**config.mk**
```make
export PLATFORM = sky130hd
export DESIGN_NAME = aabb_sweep_offset_clipper_unit_flat
export DESIGN_NICKNAME = d
export VERILOG_FILES = /design/src/design/asoc_pkg.sv /design/src/design/asoc_if.sv /design/src/design/asoc_axis_clip.sv /design/src/design/aabb_sweep_offset_clipper_unit.sv /design/src/flat_wrapper.sv
export VERILOG_INCLUDE_DIRS = /design/src /design/src/design
export SDC_FILE = /design/constraint.sdc
export NUM_CORES = 2
export LEC_CHECK = 0
export BUFFER_PORTS_ARGS = -buffer_cell sky130_fd_sc_hd__buf_2
export CAP_MARGIN = 20
export CORE_ASPECT_RATIO = 0.5
export CORE_MARGIN = 2
export CORE_UTILIZATION = 45
export DETAILED_ROUTE_END_ITERATION = 12
export GPL_TIMING_DRIVEN = 0
export PLACE_DENSITY_LB_ADDON = 0.12
export SYNTH_ARGS = -nofsm -noshare
export SYNTH_HDL_FRONTEND = slang
export SYNTH_HIERARCHICAL = 1
export SYNTH_SLANG_ARGS = --single-unit
```
**constraint.sdc**
```tcl
create_clock -name clk -period 22 [get_ports clk]
set_input_delay 4.4 -clock clk [delete_from_list [all_inputs] [get_ports clk]]
set_output_delay 4.4 -clock clk [all_outputs]
set_load 0.03 [all_outputs]
```
**src/design/aabb_sweep_offset_clipper_unit_macros.svh**
```systemverilog
// -----------------------------------------------------------------------------
// aabb_sweep_offset_clipper_unit_macros.svh
// Assertion macros shared by the clipper RTL.
// -----------------------------------------------------------------------------
`ifndef AABB_SWEEP_OFFSET_CLIPPER_UNIT_MACROS_SVH
`define AABB_SWEEP_OFFSET_CLIPPER_UNIT_MACROS_SVH

// same-cycle implication
`define ASOC_ASSERT_NOW(lbl, clk, rst_n, ante, cons, msg) \
	lbl: assert property (@(posedge clk) disable iff (!rst_n) (ante) |-> (cons)) \
		else $error(msg);

// next-cycle implication
`define ASOC_ASSERT_NEXT(lbl, clk, rst_n, ante, cons, msg) \
	lbl: assert property (@(posedge clk) disable iff (!rst_n) (ante) |=> (cons)) \
		else $error(msg);

`endif

```
**src/design/asoc_pkg.sv**
```systemverilog
// -----------------------------------------------------------------------------
// asoc_pkg
// Types, axis indexes and helpers for the AABB sweep clipper.
// -----------------------------------------------------------------------------
package asoc_pkg;

	localparam int unsigned COORD_W = 32;
	localparam int unsigned NUM_AXES = 3;

	typedef logic signed [COORD_W-1:0] q16_t;
	typedef logic [1:0] axis_idx_t;

	localparam axis_idx_t AX_X = 2'd0;
	localparam axis_idx_t AX_Y = 2'd1;
	localparam axis_idx_t AX_Z = 2'd2;

	typedef enum logic {
		REQ_START    = 1'b0,
		REQ_OBSTACLE = 1'b1
	} req_type_t;

	// strict overlap on one axis; touching faces do not overlap
	function automatic logic overlaps(input q16_t mov_lo, input q16_t mov_hi,
		input q16_t obs_lo, input q16_t obs_hi);
		return !((mov_hi <= obs_lo) || (mov_lo >= obs_hi));
	endfunction

endpackage

```
**src/design/asoc_if.sv**
```systemverilog
// -----------------------------------------------------------------------------
// asoc_if
// Valid/ready channels for request beats and result beats.
// -----------------------------------------------------------------------------
interface asoc_req_if;
	logic                       valid;
	logic                       ready;
	logic                       req_type;
	logic signed [31:0]         box_lo_x;
	logic signed [31:0]         box_lo_y;
	logic signed [31:0]         box_lo_z;
	logic signed [31:0]         box_hi_x;
	logic signed [31:0]         box_hi_y;
	logic signed [31:0]         box_hi_z;
	logic signed [31:0]         move_x;
	logic signed [31:0]         move_y;
	logic signed [31:0]         move_z;

	modport source (
		output valid, req_type, box_lo_x, box_lo_y, box_lo_z,
		box_hi_x, box_hi_y, box_hi_z, move_x, move_y, move_z,
		input ready
	);
	modport sink (
		input valid, req_type, box_lo_x, box_lo_y, box_lo_z,
		box_hi_x, box_hi_y, box_hi_z, move_x, move_y, move_z,
		output ready
	);
endinterface

interface asoc_res_if;
	logic                       valid;
	logic                       ready;
	logic signed [31:0]         clip_x;
	logic signed [31:0]         clip_y;
	logic signed [31:0]         clip_z;
	logic                       halt_x;
	logic                       halt_y;
	logic                       halt_z;

	modport source (
		output valid, clip_x, clip_y, clip_z, halt_x, halt_y, halt_z,
		input ready
	);
	modport sink (
		input valid, clip_x, clip_y, clip_z, halt_x, halt_y, halt_z,
		output ready
	);
endinterface

```
**src/design/asoc_axis_clip.sv**
```systemverilog
// -----------------------------------------------------------------------------
// asoc_axis_clip
// Clips one axis move against one obstacle's faces on that axis; 33-bit gaps, no wrap.
// -----------------------------------------------------------------------------
module asoc_axis_clip (
	input  asoc_pkg::q16_t move,
	input  asoc_pkg::q16_t mov_lo,
	input  asoc_pkg::q16_t mov_hi,
	input  asoc_pkg::q16_t obs_lo,
	input  asoc_pkg::q16_t obs_hi,
	input  logic           side_ovl,
	output asoc_pkg::q16_t clip,
	output logic           hit
);
	import asoc_pkg::*;

	logic signed [COORD_W:0] gap_pos;
	logic signed [COORD_W:0] gap_neg;
	logic signed [COORD_W:0] gap_neg_inc;
	logic signed [COORD_W:0] move_ext;
	logic                    pos_hit;
	logic                    neg_hit;

	assign move_ext    = {move[COORD_W-1], move};
	assign gap_pos     = {obs_lo[COORD_W-1], obs_lo} - {mov_hi[COORD_W-1], mov_hi};
	assign gap_neg     = {obs_hi[COORD_W-1], obs_hi} - {mov_lo[COORD_W-1], mov_lo};
	// epsilon step when moving negative: one LSB
	assign gap_neg_inc = gap_neg + (COORD_W+1)'(1);

	assign pos_hit = side_ovl && (move > 0) && !gap_pos[COORD_W] && (gap_pos < move_ext);
	assign neg_hit = side_ovl && (move < 0) && (gap_neg <= 0) && (gap_neg > move_ext);

	always_comb begin
		priority if (pos_hit) begin
			clip = gap_pos[COORD_W-1:0];
		end else if (neg_hit) begin
			clip = gap_neg_inc[COORD_W-1:0];
		end else begin
			clip = move;
		end
	end

	assign hit = pos_hit || neg_hit;

endmodule

```
**src/design/aabb_sweep_offset_clipper_unit.sv**
```systemverilog
// -----------------------------------------------------------------------------
// aabb_sweep_offset_clipper_unit
// Axis-separated clipping of a planned move against a stream of obstacle boxes.
// -----------------------------------------------------------------------------
// Usage:
//   req carries one beat per item. A start beat (req_type 0) loads the mover
//   box and the planned move and clears the halt flags; an obstacle beat
//   (req_type 1) clips each axis move against that box. Move fields are
//   ignored on obstacle beats.
//   res returns one beat per request beat: the current clipped moves and
//   halt flags after that item.
//   Path: an accepted request beat passes the input register, then the
//   state/result register, which drives res.
//   Throughput: one beat per cycle while res is not held off; the state
//   update is built from combinational 33-bit subtracts and compares per axis.
//   Reset: mover box, moves and halt flags read zero; no beats in flight.
//   Stall: while res is held off, the result and state hold, the input
//   register fills and req.ready drops until res drains.
// -----------------------------------------------------------------------------
module aabb_sweep_offset_clipper_unit (
	input logic  clk,
	input logic  arst_n,
	asoc_req_if.sink   req,
	asoc_res_if.source res
);
	import asoc_pkg::*;

	logic       valid_s1;
	req_type_t  type_s1;
	q16_t       lo_s1 [NUM_AXES];
	q16_t       hi_s1 [NUM_AXES];
	q16_t       move_s1 [NUM_AXES];

	q16_t       mov_lo_q [NUM_AXES];
	q16_t       mov_hi_q [NUM_AXES];
	q16_t       move_q [NUM_AXES];
	logic [NUM_AXES-1:0] halt_q;
	logic       res_valid_q;

	logic       adv;
	logic [NUM_AXES-1:0] ovl;
	logic [NUM_AXES-1:0] hit;
	q16_t       clip [NUM_AXES];

	assign adv       = valid_s1 && (!res_valid_q || res.ready);
	assign req.ready = !valid_s1 || adv;

	always_ff @(posedge clk or negedge arst_n) begin
		if (!arst_n) begin
			valid_s1 <= 1'b0;
		end else if (req.ready) begin
			valid_s1 <= req.valid;
		end
	end

	always_ff @(posedge clk) begin
		if (req.valid && req.ready) begin
			type_s1        <= req_type_t'(req.req_type);
			lo_s1[AX_X]    <= req.box_lo_x;
			lo_s1[AX_Y]    <= req.box_lo_y;
			lo_s1[AX_Z]    <= req.box_lo_z;
			hi_s1[AX_X]    <= req.box_hi_x;
			hi_s1[AX_Y]    <= req.box_hi_y;
			hi_s1[AX_Z]    <= req.box_hi_z;
			move_s1[AX_X]  <= req.move_x;
			move_s1[AX_Y]  <= req.move_y;
			move_s1[AX_Z]  <= req.move_z;
		end
	end

	for (genvar a = 0; a < NUM_AXES; a++) begin : g_ovl
		assign ovl[a] = overlaps(mov_lo_q[a], mov_hi_q[a], lo_s1[a], hi_s1[a]);
	end

	asoc_axis_clip u_clip_x (
		.move     (move_q[AX_X]),
		.mov_lo   (mov_lo_q[AX_X]),
		.mov_hi   (mov_hi_q[AX_X]),
		.obs_lo   (lo_s1[AX_X]),
		.obs_hi   (hi_s1[AX_X]),
		.side_ovl (ovl[AX_Y] && ovl[AX_Z]),
		.clip     (clip[AX_X]),
		.hit      (hit[AX_X])
	);

	asoc_axis_clip u_clip_y (
		.move     (move_q[AX_Y]),
		.mov_lo   (mov_lo_q[AX_Y]),
		.mov_hi   (mov_hi_q[AX_Y]),
		.obs_lo   (lo_s1[AX_Y]),
		.obs_hi   (hi_s1[AX_Y]),
		.side_ovl (ovl[AX_X] && ovl[AX_Z]),
		.clip     (clip[AX_Y]),
		.hit      (hit[AX_Y])
	);

	asoc_axis_clip u_clip_z (
		.move     (move_q[AX_Z]),
		.mov_lo   (mov_lo_q[AX_Z]),
		.mov_hi   (mov_hi_q[AX_Z]),
		.obs_lo   (lo_s1[AX_Z]),
		.obs_hi   (hi_s1[AX_Z]),
		.side_ovl (ovl[AX_X] && ovl[AX_Y]),
		.clip     (clip[AX_Z]),
		.hit      (hit[AX_Z])
	);

	// state doubles as the result register
	always_ff @(posedge clk or negedge arst_n) begin
		if (!arst_n) begin
			for (int i = 0; i < NUM_AXES; i++) begin
				mov_lo_q[i] <= '0;
				mov_hi_q[i] <= '0;
				move_q[i]   <= '0;
			end
			halt_q      <= '0;
			res_valid_q <= 1'b0;
		end else begin
			if (adv) begin
				res_valid_q <= 1'b1;
				unique case (type_s1)
					REQ_START: begin
						mov_lo_q <= lo_s1;
						mov_hi_q <= hi_s1;
						move_q   <= move_s1;
						halt_q   <= '0;
					end
					REQ_OBSTACLE: begin
						move_q <= clip;
						halt_q <= halt_q | hit;
					end
					default: begin
						res_valid_q <= 1'b1;
					end
				endcase
			end else if (res.ready) begin
				res_valid_q <= 1'b0;
			end
		end
	end

	assign res.valid  = res_valid_q;
	assign res.clip_x = move_q[AX_X];
	assign res.clip_y = move_q[AX_Y];
	assign res.clip_z = move_q[AX_Z];
	assign res.halt_x = halt_q[AX_X];
	assign res.halt_y = halt_q[AX_Y];
	assign res.halt_z = halt_q[AX_Z];

`include "aabb_sweep_offset_clipper_unit_macros.svh"

	`ASOC_ASSERT_NEXT(a_start_clears_halt, clk, arst_n, adv && (type_s1 == REQ_START), halt_q == '0, "start beat left a halt flag set")
	`ASOC_ASSERT_NEXT(a_halt_sticky, clk, arst_n, adv && (type_s1 == REQ_OBSTACLE), (halt_q & $past(halt_q)) == $past(halt_q), "halt flag cleared by obstacle beat")
	`ASOC_ASSERT_NEXT(a_adv_gives_result, clk, arst_n, adv, res_valid_q, "advanced beat produced no result")
	`ASOC_ASSERT_NOW(a_block_only_when_full, clk, arst_n, !req.ready, valid_s1 && res_valid_q && !res.ready, "input blocked without a stall")

endmodule

```
**src/flat_wrapper.sv**
```systemverilog
// flat-port wrapper written by rule: the top's interface ports become plain ports
module aabb_sweep_offset_clipper_unit_flat import asoc_pkg::*;
  (clk, arst_n, req_valid, req_req_type, req_box_lo_x, req_box_lo_y, req_box_lo_z, req_box_hi_x, req_box_hi_y, req_box_hi_z, req_move_x, req_move_y, req_move_z, req_ready, res_valid, res_clip_x, res_clip_y, res_clip_z, res_halt_x, res_halt_y, res_halt_z, res_ready);
  asoc_req_if req_i ();
  asoc_res_if res_i ();
  input logic clk;
  input logic arst_n;
  input wire logic [$bits(req_i.valid)-1:0] req_valid;
  input wire logic [$bits(req_i.req_type)-1:0] req_req_type;
  input wire logic [$bits(req_i.box_lo_x)-1:0] req_box_lo_x;
  input wire logic [$bits(req_i.box_lo_y)-1:0] req_box_lo_y;
  input wire logic [$bits(req_i.box_lo_z)-1:0] req_box_lo_z;
  input wire logic [$bits(req_i.box_hi_x)-1:0] req_box_hi_x;
  input wire logic [$bits(req_i.box_hi_y)-1:0] req_box_hi_y;
  input wire logic [$bits(req_i.box_hi_z)-1:0] req_box_hi_z;
  input wire logic [$bits(req_i.move_x)-1:0] req_move_x;
  input wire logic [$bits(req_i.move_y)-1:0] req_move_y;
  input wire logic [$bits(req_i.move_z)-1:0] req_move_z;
  output wire logic [$bits(req_i.ready)-1:0] req_ready;
  output wire logic [$bits(res_i.valid)-1:0] res_valid;
  output wire logic [$bits(res_i.clip_x)-1:0] res_clip_x;
  output wire logic [$bits(res_i.clip_y)-1:0] res_clip_y;
  output wire logic [$bits(res_i.clip_z)-1:0] res_clip_z;
  output wire logic [$bits(res_i.halt_x)-1:0] res_halt_x;
  output wire logic [$bits(res_i.halt_y)-1:0] res_halt_y;
  output wire logic [$bits(res_i.halt_z)-1:0] res_halt_z;
  input wire logic [$bits(res_i.ready)-1:0] res_ready;
  assign req_i.valid = req_valid;
  assign req_i.req_type = req_req_type;
  assign req_i.box_lo_x = req_box_lo_x;
  assign req_i.box_lo_y = req_box_lo_y;
  assign req_i.box_lo_z = req_box_lo_z;
  assign req_i.box_hi_x = req_box_hi_x;
  assign req_i.box_hi_y = req_box_hi_y;
  assign req_i.box_hi_z = req_box_hi_z;
  assign req_i.move_x = req_move_x;
  assign req_i.move_y = req_move_y;
  assign req_i.move_z = req_move_z;
  assign req_ready = req_i.ready;
  assign res_valid = res_i.valid;
  assign res_clip_x = res_i.clip_x;
  assign res_clip_y = res_i.clip_y;
  assign res_clip_z = res_i.clip_z;
  assign res_halt_x = res_i.halt_x;
  assign res_halt_y = res_i.halt_y;
  assign res_halt_z = res_i.halt_z;
  assign res_i.ready = res_ready;
  aabb_sweep_offset_clipper_unit u_core (.clk(clk), .arst_n(arst_n), .req(req_i), .res(res_i));
endmodule
```
==> metrics <==
Int Pwr 2.92 mW; design area between 50000 and 60000 um2; CORE AREA 100000 um2; Comb pwr share about half; number of global-route vias before repair 39269; Least-Margin Pin Slew 1200 ps; antenna violations before repair 1; DR vias 40008; Layout Skew ~28 ps; postcts setup bufs 0; fillcell total approximately 9500; detailed placer's ending HPWL roughly 130000 um; Syn. warnings 6; Yosys cell types 110; Worst-Skew Late Latency approximately 670 ps; final hold violations 0; Setup violations, final 0; via/cell ratio ~5.8; critical-path cell list buf_2, nand3b_1, buf_2; Final nets ~6400; Syn Inst Count ~5000; Worst Hold Margin 498 ps; DRT antenna net count 0; number of synthesized register bits just under 600; Placed Area about 49000 um2; Avg WL per Cell 23.0 um; routability congestion estimate a little under 1; most common cell after layout, fill and taps aside ha_1; WL final 158000 um; Worst R2R End u_core/res.clip_x[28]$_DFFE_PN0P_; Max transition margin between 10% and 20%; grt total ovfl 0; Die Ht approximately 230 um; Post-synth EDFFs around 290; Initial Util 45.4%; crit path kind in2out; syn_nets 5923; global-route wire length before repair approximately 240000 um; Total Die Area just over 100000 um2; Hold/Removal Path Class reg2reg; CP arrival 4880 ps; final-report max-slew violation count 0; layout cells sized above 1 between 10% and 20%; R2R Path Start u_core/lo_s1[64]$_DFFE_PP_; CTS tree done; peak supply drop between 0.00006 and 0.00007 V; dominant cells by area after synthesis edfxtp_1 (19%), dfrtp_1 (16%), ha_1 (16%), o21ai_0 (5.4%), inv_1 (4.8%); post-synthesis sequential area ratio 35.3%; post_cts resized 0; DR iter-0 viols 3252; Switching Fraction about 45%; Reg clk slew, reported paths approximately 70 ps; fraction of power consumed by sequential logic 28.1%; Pwr Density slightly above 100 nW/um2; Levels on crit path 3; R2R setup slack 14270 ps; Slowest-stage cell, CP buf_2; Fmax about 0.11 GHz; commonest non-fill, non-tap cells in the layout ha_1 (585), inv_1 (578), nand2_1 (536); crit path capture req_ready; worst setup path startpoint res_ready; CP peak stage delay around 200 ps; DP Worst Slack between 10000 and 15000 ps; clock buffer depth 3; min Tclk post-route 9280 ps; share of synthesized registers carrying an async set or reset between 50% and 60%; Core Rows slightly above 80; top_reg_cell synth dfrtp_1; Mapped Area approximately 45000 um2; Die W between 400 and 500 um; H-tree depth 2; Critical Path RT between 15000 and 20000 ps; leakage between 20 and 25 nW; Clock power frac between 20% and 30%; largest area contributor in the netlist edfxtp_1; Area Growth Syn to Fin 13.1%; # hold bufs at CTS 0; Global Route Usage Sum approximately 30%; max_cap viols 0; Critical Path Source Type primary input; Synth top area share 19.1%; CP Max Fanout 3; setup TNS 0 ps; largest net degree at the start of global routing about 100; Avg Cell Area, Syn ~9 um2; CTS root buffer clkbuf_16; Critical Path End Type primary output; worst path bufs/invs 2; CTS buffer count between 50 and 60; Total Power between 5 and 6 mW; crit share post-route a little over two fifths; outcome complete, no violations; Switch Pwr roughly 2.4 mW; worst reg2reg path depth 28; Remaining DRCs 0; Worst path most repeated cell buf_2; top cell family by delay on the critical path buffers and inverters; CTS Sinks just under 600; RSZ-0062 raised after global routing no; setup ws final about 13000 ps; 1st-pass router iterations 6; num ports roughly 390; port bufs about 390
==> logic make-up (layout without fill, tap and decap cells) <==
logic type / count (synthesis) / after routing / share of synthesized area (%)
compound gates: 1377 / 1377 / 19.6
xor+xnor: 220 / 220 / 4.26
mux: 151 / 151 / 3.35
fa+ha+maj: 591 / 591 / 16.4
other cells: 0 / 1 / 0
flops: 582 / 582 / 35.3
buf+inv: 742 / 1253 / 6.35
simple gates: 1376 / 1376 / 14.7
==> Yosys cell counts, types with 18 or more instances <==
master	count
a211oi_1	33
a21o_1	159
a21oi_1	308
a31oi_1	23
and2_1	29
and3_1	37
and4_1	29
buf_2	54
clkbuf_1	100
dfrtp_1	293
edfxtp_1	289
ha_1	585
inv_1	578
mux2i_1	143
nand2_1	536
nand2b_1	31
nand3_1	121
nand4_1	127
nor2_1	222
nor2b_1	33
nor3_1	71
nor4_1	58
o211ai_1	42
o21a_1	42
o21ai_0	492
o21bai_1	19
o221a_2	27
or3_1	18
xnor2_1	157
xor2_1	62
==> per-stage QoR <==
stage	utilization, %	std cells
6_report	51.3	6895
5_1_grt	51.3	6894
3_5_place_dp	49.2	6785
2_1_floorplan	-	5039
4_1_cts	51.3	6892
3_3_place_gp	49.0	6776
==> area by class of cell <==
type / count / area, um2 / share of cell area [%]
well taps: 1344 / 1680 / 3.28
plain buffers: 162 / 708 / 1.38
clock inverters: 39 / 494 / 0.963
multi-input cells: 3715 / 26500 / 51.6
inverters: 580 / 2180 / 4.24
flip-flops and latches: 582 / 16000 / 31.2
repair buffers: 404 / 2200 / 4.30
clock buffers: 68 / 1550 / 3.02
diodes: 1 / 2.50 / 0.00488
==> power groups by stage <==
stage          clock network [mW]  logic, mW  registers [mW]
2_1_floorplan                   0       1.79            1.53
3_3_place_gp                    0       2.63            1.52
3_5_place_dp                    0       2.67            1.51
4_1_cts                      1.11       2.69            1.49
5_1_grt                      1.16       3.01            1.51
6_report                     1.09       2.73            1.49
==> flip-flops by register name (all words and copies together) (netlist names) <==
signal             cells
u_core/type_s1         1
u_core/res.clip_z     32
u_core/mov_lo_q       96
u_core/res.clip_x     32
u_core/valid_s1        1
u_core/mov_hi_q       96
u_core/lo_s1          96
u_core/halt_q          3
u_core/hi_s1          96
u_core/res.clip_y     32
u_core/res.valid       1
u_core/move_s1        96
==> how the worst min path moves through the flow <==
stage                                      start                            to  slack (ps)  cells past startpoint
detailed placement  u_core/halt_q[0]$_DFFE_PN0P_  u_core/halt_q[0]$_DFFE_PN0P_         480                      2
global route        u_core/halt_q[2]$_DFFE_PN0P_  u_core/halt_q[2]$_DFFE_PN0P_         530                      2
finish              u_core/halt_q[0]$_DFFE_PN0P_  u_core/halt_q[0]$_DFFE_PN0P_         500                      2
floorplan            u_core/valid_s1$_DFFE_PN0N_  u_core/res.valid$_DFFE_PN0P_         470                      1
global placement    u_core/halt_q[0]$_DFFE_PN0P_  u_core/halt_q[0]$_DFFE_PN0P_         480                      2
CTS                 u_core/halt_q[0]$_DFFE_PN0P_  u_core/halt_q[0]$_DFFE_PN0P_         500                      2
==> tightest hold or removal path: stages (launching register included) <==
cell and delay (ps):
dfrtp_1 340, a21oi_1 50, nor2_1 70
==> metal layers <==
metal,GRT usage [%],wire length (um)
met2,51.1,75500
met3,3.04,7310
met5,0,0
met1,39.1,68900
met4,11.5,6790
Note: power is estimated with default switching activity, not from simulation.
